## src/hw/rtl/magic_header_packet_deframer_core_macros.svh

```systemverilog
// Assertion macros used by the deframer core.
`ifndef MAGIC_HEADER_PACKET_DEFRAMER_CORE_MACROS_SVH
`define MAGIC_HEADER_PACKET_DEFRAMER_CORE_MACROS_SVH

// Same-cycle implication, disabled while reset is high.
`define MHPD_ASSERT_IMP(lbl, clk_s, rst_s, ante, cons) \
  lbl: assert property (@(posedge clk_s) disable iff (rst_s) (ante) |-> (cons)) \
    else $error("deframer check failed");

// Next-cycle implication, disabled while reset is high.
`define MHPD_ASSERT_NXT(lbl, clk_s, rst_s, ante, cons) \
  lbl: assert property (@(posedge clk_s) disable iff (rst_s) (ante) |=> (cons)) \
    else $error("deframer check failed");

`endif

```

## src/hw/rtl/mhpd_pkg.sv

```systemverilog
// Types and constants for the magic-header packet deframer.
package mhpd_pkg;

  // Result kinds
  localparam logic [1:0] KIND_HEADER = 2'd0;
  localparam logic [1:0] KIND_BODY   = 2'd1;
  localparam logic [1:0] KIND_ERROR  = 2'd2;

  // Error codes
  localparam logic ERR_HEADER_CORRUPT = 1'b0;
  localparam logic ERR_LINK_LOST      = 1'b1;

  // Register indexes (paddr[2])
  localparam logic REG_EXPECTED_MAGIC  = 1'b0;
  localparam logic REG_MAX_BODY_LENGTH = 1'b1;

  // Register reset values
  localparam logic [31:0] MAGIC_RESET    = 32'hDEAD_BEEF;
  localparam logic [31:0] MAX_LEN_RESET  = 32'd65536;

  // Header layout: seven little-endian words, then reserved bytes
  localparam int HDR_WORDS  = 7;
  localparam int WORD_BYTES = 28;

  typedef logic [HDR_WORDS-1:0][31:0] hdr_words_t;

endpackage

```

## src/hw/rtl/magic_header_packet_deframer_core.sv

```systemverilog
// Magic-header packet deframer: byte stream in, header/body/error results out.
//
// Input channel: one received byte per beat (rx_byte, link_lost) on
// in_valid/in_stall. Output channel: one result per beat on out_valid/
// out_stall; result_kind tells a header (with its six words), a body byte
// or an error. Fields that do not belong to the kind read as zero.
// Each input beat is handled by one pass of logic into the output
// register: a result appears in the cycle after its beat is accepted, and a
// beat can be accepted every unstalled cycle (one byte per cycle). Header
// bytes but the last, and link_lost bytes in the header, give no result.
// in_stall is high only while a result waits in the output register and
// out_stall holds it; the pipeline then freezes with no loss.
// Registers over APB: 0x0 expected_magic, 0x4 max_body_length; pready is
// always high. After a corrupted header or a link loss in the body, the
// block stays in its error phase and gives no results until reset.
// Synchronous reset returns to header collection with an empty output.
`include "magic_header_packet_deframer_core_macros.svh"

module magic_header_packet_deframer_core
  import mhpd_pkg::*;
#(
  parameter int HEADER_BYTES = 44
) (
  input  logic        clk,
  input  logic        rst,
  // APB configuration
  input  logic        psel,
  input  logic        penable,
  input  logic        pwrite,
  input  logic [2:0]  paddr,
  input  logic [31:0] pwdata,
  output logic [31:0] prdata,
  output logic        pready,
  // input channel
  input  logic        in_valid,
  output logic        in_stall,
  input  logic [7:0]  rx_byte,
  input  logic        link_lost,
  // output channel
  output logic        out_valid,
  input  logic        out_stall,
  output logic [1:0]  result_kind,
  output logic [31:0] protocol_version,
  output logic [31:0] sequence_number,
  output logic [31:0] message_type,
  output logic [31:0] body_length,
  output logic [31:0] sender_address,
  output logic [31:0] sender_port,
  output logic [7:0]  body_byte,
  output logic        end_of_packet,
  output logic        error_code
);

  localparam int CNT_W = $clog2(HEADER_BYTES);

  localparam logic [1:0] PH_HEADER = 2'd0;
  localparam logic [1:0] PH_BODY   = 2'd1;
  localparam logic [1:0] PH_ERROR  = 2'd2;

  // Configuration registers
  logic [31:0] expected_magic;
  logic [31:0] max_body_length;

  // Deframer state
  logic [1:0]       phase, phase_next;
  logic [CNT_W-1:0] hdr_count, hdr_count_next;
  hdr_words_t       words, words_next;
  logic [31:0]      left, left_next;

  // Result computed for the beat being accepted
  logic        produce;
  logic [1:0]  kind_next;
  hdr_words_t  hdr_out_next;
  logic [7:0]  byte_next;
  logic        eop_next;
  logic        err_next;

  logic        accept;
  logic        hdr_done;
  logic        hdr_write;
  logic [31:0] left_dec;

  // APB register file
  assign pready = 1'b1;

  always_ff @(posedge clk) begin
    if (rst) begin
      expected_magic  <= MAGIC_RESET;
      max_body_length <= MAX_LEN_RESET;
    end else if (psel && penable && pwrite) begin
      unique case (paddr[2])
        REG_EXPECTED_MAGIC:  expected_magic  <= pwdata;
        REG_MAX_BODY_LENGTH: max_body_length <= pwdata;
        default:             ;
      endcase
    end
  end

  always_comb begin
    unique case (paddr[2])
      REG_EXPECTED_MAGIC:  prdata = expected_magic;
      REG_MAX_BODY_LENGTH: prdata = max_body_length;
      default:             prdata = '0;
    endcase
  end

  // Handshake: stall only while a held result blocks the output register
  assign in_stall = out_valid && out_stall;
  assign accept   = in_valid && !in_stall;

  assign hdr_done  = (hdr_count == CNT_W'(HEADER_BYTES - 1));
  assign hdr_write = (hdr_count < CNT_W'(WORD_BYTES));
  assign left_dec  = (left != '0) ? left - 32'd1 : left;

  // Next state and result for one byte
  always_comb begin
    phase_next     = phase;
    hdr_count_next = hdr_count;
    words_next     = words;
    left_next      = left;
    produce        = 1'b0;
    kind_next      = KIND_HEADER;
    hdr_out_next   = '0;
    byte_next      = '0;
    eop_next       = 1'b0;
    err_next       = ERR_HEADER_CORRUPT;

    unique case (phase)
      PH_HEADER: begin
        if (!link_lost) begin
          if (hdr_write) begin
            words_next[hdr_count[4:2]][{hdr_count[1:0], 3'b000} +: 8] = rx_byte;
          end
          if (!hdr_done) begin
            hdr_count_next = hdr_count + CNT_W'(1);
          end else begin
            hdr_count_next = '0;
            produce        = 1'b1;
            if (words_next[0] != expected_magic || words_next[4] > max_body_length) begin
              kind_next  = KIND_ERROR;
              err_next   = ERR_HEADER_CORRUPT;
              phase_next = PH_ERROR;
            end else begin
              kind_next    = KIND_HEADER;
              hdr_out_next = words_next;
              hdr_out_next[0] = '0;
              left_next    = words_next[4];
              if (words_next[4] == '0) begin
                eop_next = 1'b1;
              end else begin
                phase_next = PH_BODY;
              end
            end
          end
        end
      end
      PH_BODY: begin
        produce = 1'b1;
        if (link_lost) begin
          kind_next  = KIND_ERROR;
          err_next   = ERR_LINK_LOST;
          phase_next = PH_ERROR;
        end else begin
          kind_next = KIND_BODY;
          byte_next = rx_byte;
          left_next = left_dec;
          if (left_dec == '0) begin
            eop_next       = 1'b1;
            phase_next     = PH_HEADER;
            hdr_count_next = '0;
          end
        end
      end
      PH_ERROR: ;
      default:  ;
    endcase
  end

  // State registers
  always_ff @(posedge clk) begin
    if (rst) begin
      phase     <= PH_HEADER;
      hdr_count <= '0;
      words     <= '0;
      left      <= '0;
    end else if (accept) begin
      phase     <= phase_next;
      hdr_count <= hdr_count_next;
      words     <= words_next;
      left      <= left_next;
    end
  end

  // Output register: valid
  always_ff @(posedge clk) begin
    if (rst) begin
      out_valid <= 1'b0;
    end else if (accept) begin
      out_valid <= produce;
    end else if (!out_stall) begin
      out_valid <= 1'b0;
    end
  end

  // Output register: payload
  always_ff @(posedge clk) begin
    if (accept && produce) begin
      result_kind      <= kind_next;
      protocol_version <= hdr_out_next[1];
      sequence_number  <= hdr_out_next[2];
      message_type     <= hdr_out_next[3];
      body_length      <= hdr_out_next[4];
      sender_address   <= hdr_out_next[5];
      sender_port      <= hdr_out_next[6];
      body_byte        <= byte_next;
      end_of_packet    <= eop_next;
      error_code       <= err_next;
    end
  end

  // Assertions
  `MHPD_ASSERT_NXT(a_error_sticky, clk, rst, phase == PH_ERROR, phase == PH_ERROR)
  `MHPD_ASSERT_IMP(a_err_out_phase, clk, rst, out_valid && result_kind == KIND_ERROR, phase == PH_ERROR)
  `MHPD_ASSERT_IMP(a_count_idle, clk, rst, phase != PH_HEADER, hdr_count == '0)
  `MHPD_ASSERT_IMP(a_body_left, clk, rst, phase == PH_BODY, left != '0)

endmodule
```

## config.mk

```make
export PLATFORM = sky130hd
export DESIGN_NAME = magic_header_packet_deframer_core
export DESIGN_NICKNAME = d
export VERILOG_FILES = /design/src/hw/rtl/mhpd_pkg.sv /design/src/hw/rtl/magic_header_packet_deframer_core.sv
export VERILOG_INCLUDE_DIRS = /design/src /design/src/hw/rtl
export SDC_FILE = /design/constraint.sdc
export NUM_CORES = 1
export LEC_CHECK = 0
export BUFFER_PORTS_ARGS = -buffer_cell sky130_fd_sc_hd__buf_4
export CORE_MARGIN = 2
export CORE_UTILIZATION = 57
export CTS_CLUSTER_SIZE = 24
export DETAILED_ROUTE_END_ITERATION = 10
export MAX_ROUTING_LAYER = met4
export PLACE_DENSITY_LB_ADDON = 0.1
export SLEW_MARGIN = 20
export SYNTH_ARGS = -nofsm -noshare
export SYNTH_HDL_FRONTEND = slang
export SYNTH_SLANG_ARGS = --single-unit
```

## constraint.sdc

```tcl
create_clock -name clk -period 9.9 [get_ports clk]
set_input_delay 0.99 -clock clk [delete_from_list [all_inputs] [get_ports clk]]
set_output_delay 0.99 -clock clk [all_outputs]
set_load 0.01 [all_outputs]
```

* Word level (Yosys, flattened, before mapping)
Index checks and enable logic that the tools add are counted.
Word-level totals: register bits after elaboration 533, input port bits 51, output and inout port bits 239, logic and storage cells 112
Cells by class: add/sub/neg operators 3, $lt $le $gt $ge 4, eq/ne operators 11, shifts and indexed selects 2, multiplexer cells 43, bitwise logic cells 5, reductions and logical operators 21
Operator list (number):
- $mux 224 | 3
- $bwmux 224 | 1
- $mux 32 | 6
- $pmux 32 s2 | 2
- $demux 32 s3 | 1
- $logic_not 32->1 | 2
- $gt 32x32->1 | 1
- $ne 32x32->1 | 1
- $reduce_bool 32->1 | 1
- $shift 8x7->32 const A | 1
- $shiftx 8x7->32 | 1
- $sub 32x1->32 const B | 1
- $mux 6 | 4
- $mux 2 | 10
- $pmux 6 s2 | 1
- $reduce_and 6->1 | 2
- $mux 1 | 11
- $ne 2x2->1 const B | 5
- $pmux 2 s2 | 2
- $neg 5->7 | 1
- $add 6x1->6 const B | 1
- $eq 6x6->1 const B | 1
- $logic_and 1x1->1 | 6
- $lt 6x5->1 const B | 1
- other kinds (16) | 23

* Logic depth before layout (Yosys ltp)
word-level depth 14, mapped depth 20, mapped depth without buffers 16

* Least setup slack after synthesis
No wires, ideal clock.
path type input to register, from input out_stall, to register left[19], library setup time 134 ps, arrival time 6875 ps, required time 9766 ps, setup slack 2891 ps, stages on the path 9, buffers on the path 2, path through nand2_1 -> and3_1 -> o21ai_0 -> inv_1 -> nand2_1 -> clkbuf_1 -> nor2_2 -> buf_2 -> a211oi_1
Between the ends: cells in the longest elaborated chain, start to end 4
RTL lines:
- start, declared | line magic_header_packet_deframer_core.sv:41 | input logic out_stall,
- $logic_and 1x1->1 | line magic_header_packet_deframer_core.sv:108 | assign in_stall = out_valid && out_stall;
- $logic_not 1->1 | line magic_header_packet_deframer_core.sv:109 | assign accept = in_valid && !in_stall;
- $logic_and 1x1->1 | line magic_header_packet_deframer_core.sv:109
- $reduce_and 6->1 (no line)
- end signal, assigned | line magic_header_packet_deframer_core.sv:190 | left <= left_next;
- end, declared | line magic_header_packet_deframer_core.sv:68 | logic [31:0] left, left_next;
No other way between the ends. A chain may end at the register's enable or synchronous reset.

* Worst setup path after layout
from register hdr_count[0], to register message_type[7] (data pin)
Between the ends: cells in the longest elaborated chain, start to end 11, elaborated cells on any way between the ends 16, those cells by class 1 x add/sub; 2 x order compare; 2 x eq/ne; 2 x shift; 6 x mux; 1 x bitwise; 2 x reduce/logical
RTL lines:
- start, declared | line magic_header_packet_deframer_core.sv:66 | logic [CNT_W-1:0] hdr_count, hdr_count_next;
- start signal, assigned | line magic_header_packet_deframer_core.sv:188 | hdr_count <= hdr_count_next;
- $neg 5->7 | line magic_header_packet_deframer_core.sv:132 | words_next[hdr_count[4:2]][{hdr_count[1:0], 3'b000} +: 8] = rx_byte;
- $shift 8x7->32 | line magic_header_packet_deframer_core.sv:132
- $mux 32 (not written as such) | line magic_header_packet_deframer_core.sv:132
- $demux 32 s3 | line magic_header_packet_deframer_core.sv:132
- $bwmux 224 | line magic_header_packet_deframer_core.sv:132
- $mux 224 | line magic_header_packet_deframer_core.sv:131 | if (hdr_write) begin
- $mux 224 | line magic_header_packet_deframer_core.sv:130 | if (!link_lost) begin
- $mux 224 | line magic_header_packet_deframer_core.sv:128 | unique case (phase)
- $gt 32x32->1 or $ne 32x32->1 (tied branches) | line magic_header_packet_deframer_core.sv:139 | if (words_next[0] != expected_magic || words_next[4] > max_body_length) begin
- $logic_or 1x1->1 | line magic_header_packet_deframer_core.sv:139
- $reduce_or 4->1 (no line)
- end signal, assigned | line magic_header_packet_deframer_core.sv:211 | message_type <= hdr_out_next[3];
- end, declared | line magic_header_packet_deframer_core.sv:45 | output logic [31:0] message_type,
Parallel ways exist; a longest one is shown, timed or not. The select of a mux whose other input is x is not followed.

==> metrics.txt <==
# TYPE chip_impl_metric gauge
chip_impl_metric{name="core_area",unit="um^2"} 43300
chip_impl_metric{name="gr_met1_demand_resource",unit="%"} 47.8
chip_impl_info{name="synth.top_cells.by_count",value="736 x sky130_fd_sc_hd__nand2_1, 431 x sky130_fd_sc_hd__a21oi_1, 329 x sky130_fd_sc_hd__dfxtp_1"} 1
chip_impl_metric{name="area_growth_syn_to_layout",unit="%"} 17.9
chip_impl_metric{name="synth_seq_cells",unit=""} 533
chip_impl_info{name="rsz0062_at_grt",value="no"} 1
chip_impl_metric{name="layout_cells_sized_above_1",unit="%"} 15.9
chip_impl_metric{name="floorplan.die.width",unit="um"} 214
chip_impl_metric{name="dieHeight",unit="um"} 214
chip_impl_metric{name="timing.clock.skew",unit="ps"} 16.4
chip_impl_info{name="critPathSlowestCell",value="sky130_fd_sc_hd__dfxtp_1"} 1
chip_impl_metric{name="timing.fmax",unit="MHz"} 129
chip_impl_metric{name="dp.final_hpwl",unit="mm"} 53.4
chip_impl_metric{name="via_per_inst",unit=""} 6.21
chip_impl_metric{name="ys_seq_area_share",unit="%"} 50.6
chip_impl_info{name="post-synth-top-count-cell",value="sky130_fd_sc_hd__nand2_1"} 1
chip_impl_info{name="worst_path_cell_trace",value="inv_1 > ha_1 > nor3b_1 > and2_1 > mux2i_1 > inv_1 > ha_1 > a21o_1 > a221o_1 > a221oi_1 > o21ai_0 > nand2_1 > nand4_1 > nor2_2 > nand3_4 > buf_4 > a21oi_1"} 1
chip_impl_metric{name="grt_antenna_before_repair",unit=""} 3
chip_impl_metric{name="die-area",unit="um^2"} 45800
chip_impl_metric{name="cts_resized",unit=""} 0
chip_impl_metric{name="vdd_drop_max",unit="V"} 0.000121
chip_impl_metric{name="powerDensity",unit="nW/um^2"} 161
chip_impl_metric{name="drtAntennaViolNets",unit=""} 0
chip_impl_metric{name="async_flop_share",unit="%"} 0
chip_impl_metric{name="synth_top_area_share",unit="%"} 26.2
chip_impl_metric{name="timing.hold.ws",unit="ps"} 453
chip_impl_metric{name="drt-initial-drc-count",unit=""} 2889
chip_impl_info{name="timing.critical_path.from_type",value="register"} 1
chip_impl_metric{name="clockBufferDepth",unit=""} 3
chip_impl_metric{name="crit_arrival",unit="ps"} 8180
chip_impl_info{name="critPathCaptureType",value="register"} 1
chip_impl_metric{name="setup_viol",unit=""} 0
chip_impl_metric{name="synth.cell_area",unit="um^2"} 25100
chip_impl_metric{name="final_max_slew_viol_count",unit=""} 0
chip_impl_metric{name="design.portCount",unit=""} 290
chip_impl_metric{name="postCtsSetupBuffers",unit=""} 0
chip_impl_metric{name="buffer_ports.inserted",unit=""} 286
chip_impl_metric{name="finalNetCount",unit=""} 3214
chip_impl_metric{name="cts.reportedPaths.clkPinSlew",unit="ps"} 60
chip_impl_metric{name="grt_start_max_net_pins",unit=""} 106
chip_impl_info{name="cts_tree",value="built"} 1
chip_impl_metric{name="synth-warning-count",unit=""} 0
chip_impl_metric{name="buf_inv_on_cp",unit=""} 3
chip_impl_metric{name="postSynthCellCount",unit=""} 2942
chip_impl_metric{name="leakagePower",unit="nW"} 10.9
chip_impl_info{name="outcome",value="completed"} 1
chip_impl_metric{name="crit_required",unit="ps"} 10340
chip_impl_metric{name="clk-insertion-delay-late",unit="ps"} 610
chip_impl_info{name="synth_area_leader",value="sky130_fd_sc_hd__dfxtp_1"} 1
chip_impl_metric{name="finalWeightedCongestion",unit=""} 0.981
chip_impl_metric{name="total_routed_length",unit="mm"} 80.7
chip_impl_metric{name="routed_length_per_instance",unit="um"} 21.5
chip_impl_metric{name="place.detailed.instances",unit=""} 3651
chip_impl_info{name="cts.root.buffer_cell",value="sky130_fd_sc_hd__clkbuf_16"} 1
chip_impl_metric{name="final_clock_period_utilization_by_the_worst_path",unit="%"} 78.3
chip_impl_metric{name="gr-usage-met2",unit="%"} 52.1
chip_impl_metric{name="count_of_h_tree_levels_built_during_cts",unit=""} 2
chip_impl_metric{name="timing.critical_path.slowest_cell_delay",unit="ps"} 980
chip_impl_metric{name="grt_overflow_total",unit=""} 0
chip_impl_info{name="worst_path_dominant_cell_family",value="simple AND/OR/NAND/NOR gates"} 1
chip_impl_metric{name="synth_nets",unit=""} 3033
chip_impl_metric{name="drt_pre_antenna_iters",unit=""} 6
chip_impl_metric{name="synthesis.area_per_instance",unit="um^2"} 8.54
chip_impl_metric{name="numCtsBuffers",unit=""} 55
chip_impl_metric{name="grt_first_pass_wirelength",unit="mm"} 124
chip_impl_metric{name="core.rowCount",unit=""} 76
chip_impl_metric{name="max_cap_violations",unit=""} 0
chip_impl_metric{name="final_cells",unit=""} 3758
chip_impl_info{name="post_synth_main_area_contributors",value="sky130_fd_sc_hd__dfxtp_1 26%, sky130_fd_sc_hd__edfxtp_1 24%, sky130_fd_sc_hd__nand2_1 11%"} 1
chip_impl_info{name="gr-max-usage-layer",value="met2"} 1
chip_impl_info{name="dominantRegCellSynth",value="sky130_fd_sc_hd__dfxtp_1"} 1
chip_impl_metric{name="timing.final.crit_period",unit="ps"} 7750
chip_impl_metric{name="floorplan.initialDensity",unit="%"} 58.1
chip_impl_metric{name="edff_count_synth",unit=""} 204
chip_impl_metric{name="vias",unit=""} 23300
chip_impl_info{name="worstSetupPathType",value="reg2reg"} 1
chip_impl_metric{name="grt_pass1_vias",unit=""} 21700
chip_impl_metric{name="globalRouteTotalUtil",unit="%"} 35.1
chip_impl_metric{name="timing_worst_slew_pin_value",unit="ps"} 1150
chip_impl_metric{name="met3_usage",unit="%"} 6.19
chip_impl_metric{name="drcViolationCount",unit=""} 0
chip_impl_info{name="hp-class",value="reg2reg"} 1
chip_impl_metric{name="timing.setup.tns",unit="ps"} 0
chip_impl_metric{name="postCtsHoldBufs",unit=""} 0
chip_impl_metric{name="final_core_util",unit="%"} 68.4
chip_impl_metric{name="timing.slew.headroom",unit="%"} 23.6
chip_impl_metric{name="finalHoldViolations",unit=""} 0
chip_impl_metric{name="ys_types",unit=""} 82
chip_impl_metric{name="timing.critical_path.fanout_max",unit=""} 84
chip_impl_metric{name="clock_sink_count",unit=""} 533
-- worst min-delay path, stage by stage, from the launching register on --
cell	delay, ps
sky130_fd_sc_hd__dfxtp_1	310
sky130_fd_sc_hd__nand2_1	50
sky130_fd_sc_hd__a21oi_1	50
-- cells in the final DEF, fill, tap and decap left out, types with 9 or more instances in the layout --
master,n
sky130_fd_sc_hd__edfxtp_1,204
sky130_fd_sc_hd__or3_1,13
sky130_fd_sc_hd__clkbuf_16,57
sky130_fd_sc_hd__clkbuf_1,14
sky130_fd_sc_hd__and2_1,18
sky130_fd_sc_hd__nor3_1,20
sky130_fd_sc_hd__xnor2_1,26
sky130_fd_sc_hd__clkinv_2,9
sky130_fd_sc_hd__clkbuf_8,10
sky130_fd_sc_hd__a31oi_1,12
sky130_fd_sc_hd__mux2i_1,49
sky130_fd_sc_hd__a211oi_1,46
sky130_fd_sc_hd__nor4_1,28
sky130_fd_sc_hd__nand2b_1,14
sky130_fd_sc_hd__nor2_1,156
sky130_fd_sc_hd__dfxtp_1,329
sky130_fd_sc_hd__nand3_1,221
sky130_fd_sc_hd__o21ai_0,47
sky130_fd_sc_hd__a32o_1,10
sky130_fd_sc_hd__xor2_1,13
sky130_fd_sc_hd__mux2_2,28
sky130_fd_sc_hd__nand4_1,22
sky130_fd_sc_hd__ha_1,36
sky130_fd_sc_hd__buf_4,331
sky130_fd_sc_hd__nand2_1,736
sky130_fd_sc_hd__o211ai_1,11
sky130_fd_sc_hd__a21oi_1,431
sky130_fd_sc_hd__inv_1,81
-- metrics by stage --
| stage | area (um^2) | setup WS, ps | power (W) |
|---|---|---|---|
| CTS | 29600 | 2270 | 0.00477 |
| floorplan | 25100 | 2890 | 0.00251 |
| finish | 29600 | 2150 | 0.00477 |
| detailed placement | 27700 | 2300 | 0.00264 |
| global placement | 27700 | 2480 | 0.00263 |
| global route | 29600 | 1720 | 0.00489 |
-- report_power, final --
part	internal (W)	leakage [nW]	total, W	switching (W)
combinational	0.000100	5.07	0.000307	0.000207
clock	0.00128	0.931	0.00217	0.000886
sequential	0.00228	4.94	0.00229	0.0000180
total	0.00366	10.9	0.00477	0.00111
-- final timing paths --
check | cells after the start | from | slack, ps | to
max | 17 | hdr_count[0] | 2150 | message_type[7]
min reg2reg | 2 | words[22] | 450 | words[22]
max reg2reg | 17 | hdr_count[0] | 2150 | message_type[7]
min | 2 | words[22] | 450 | words[22]
-- registers in the layout, indices dropped and copies added (netlist names), 8 cells and up --
name / count
body_byte: 8
body_length: 32
expected_magic: 32
left: 32
max_body_length: 32
message_type: 32
protocol_version: 32
sender_address: 32
sender_port: 32
sequence_number: 32
words: 224
-- layout make-up --
cell class | instances | area [um^2]
sequential | 533 | 12700
fill | 3479 | 13700
multi-input combinational | 2118 | 11400
clock inverter | 24 | 299
timing repair buffer | 332 | 2500
clock buffer | 80 | 1600
inverter | 83 | 319
antenna | 3 | 7.51
tap | 585 | 732
-- routing by layer --
metal / wire length [um] / part of all wire [%]
met1: 32900 / 41
met2: 36200 / 45
met3: 8290 / 10
met4: 3260 / 4.0
met5: 0 / 0
-- kinds of logic (layout without fill, tap and decap cells) --
kind of cell    Yosys count  count (layout)  synth area share, %
simple gates           1324            1324                 23.6
compound gates          637             637                 14.6
flops                   533             533                 50.6
buf+inv                 291             519                 4.60
mux                      77              77                 3.21
fa+ha+maj                40              40                 1.99
xor+xnor                 39              39                 1.36
other cells               1               4               0.0149
Power figures use the tool's default switching activity.
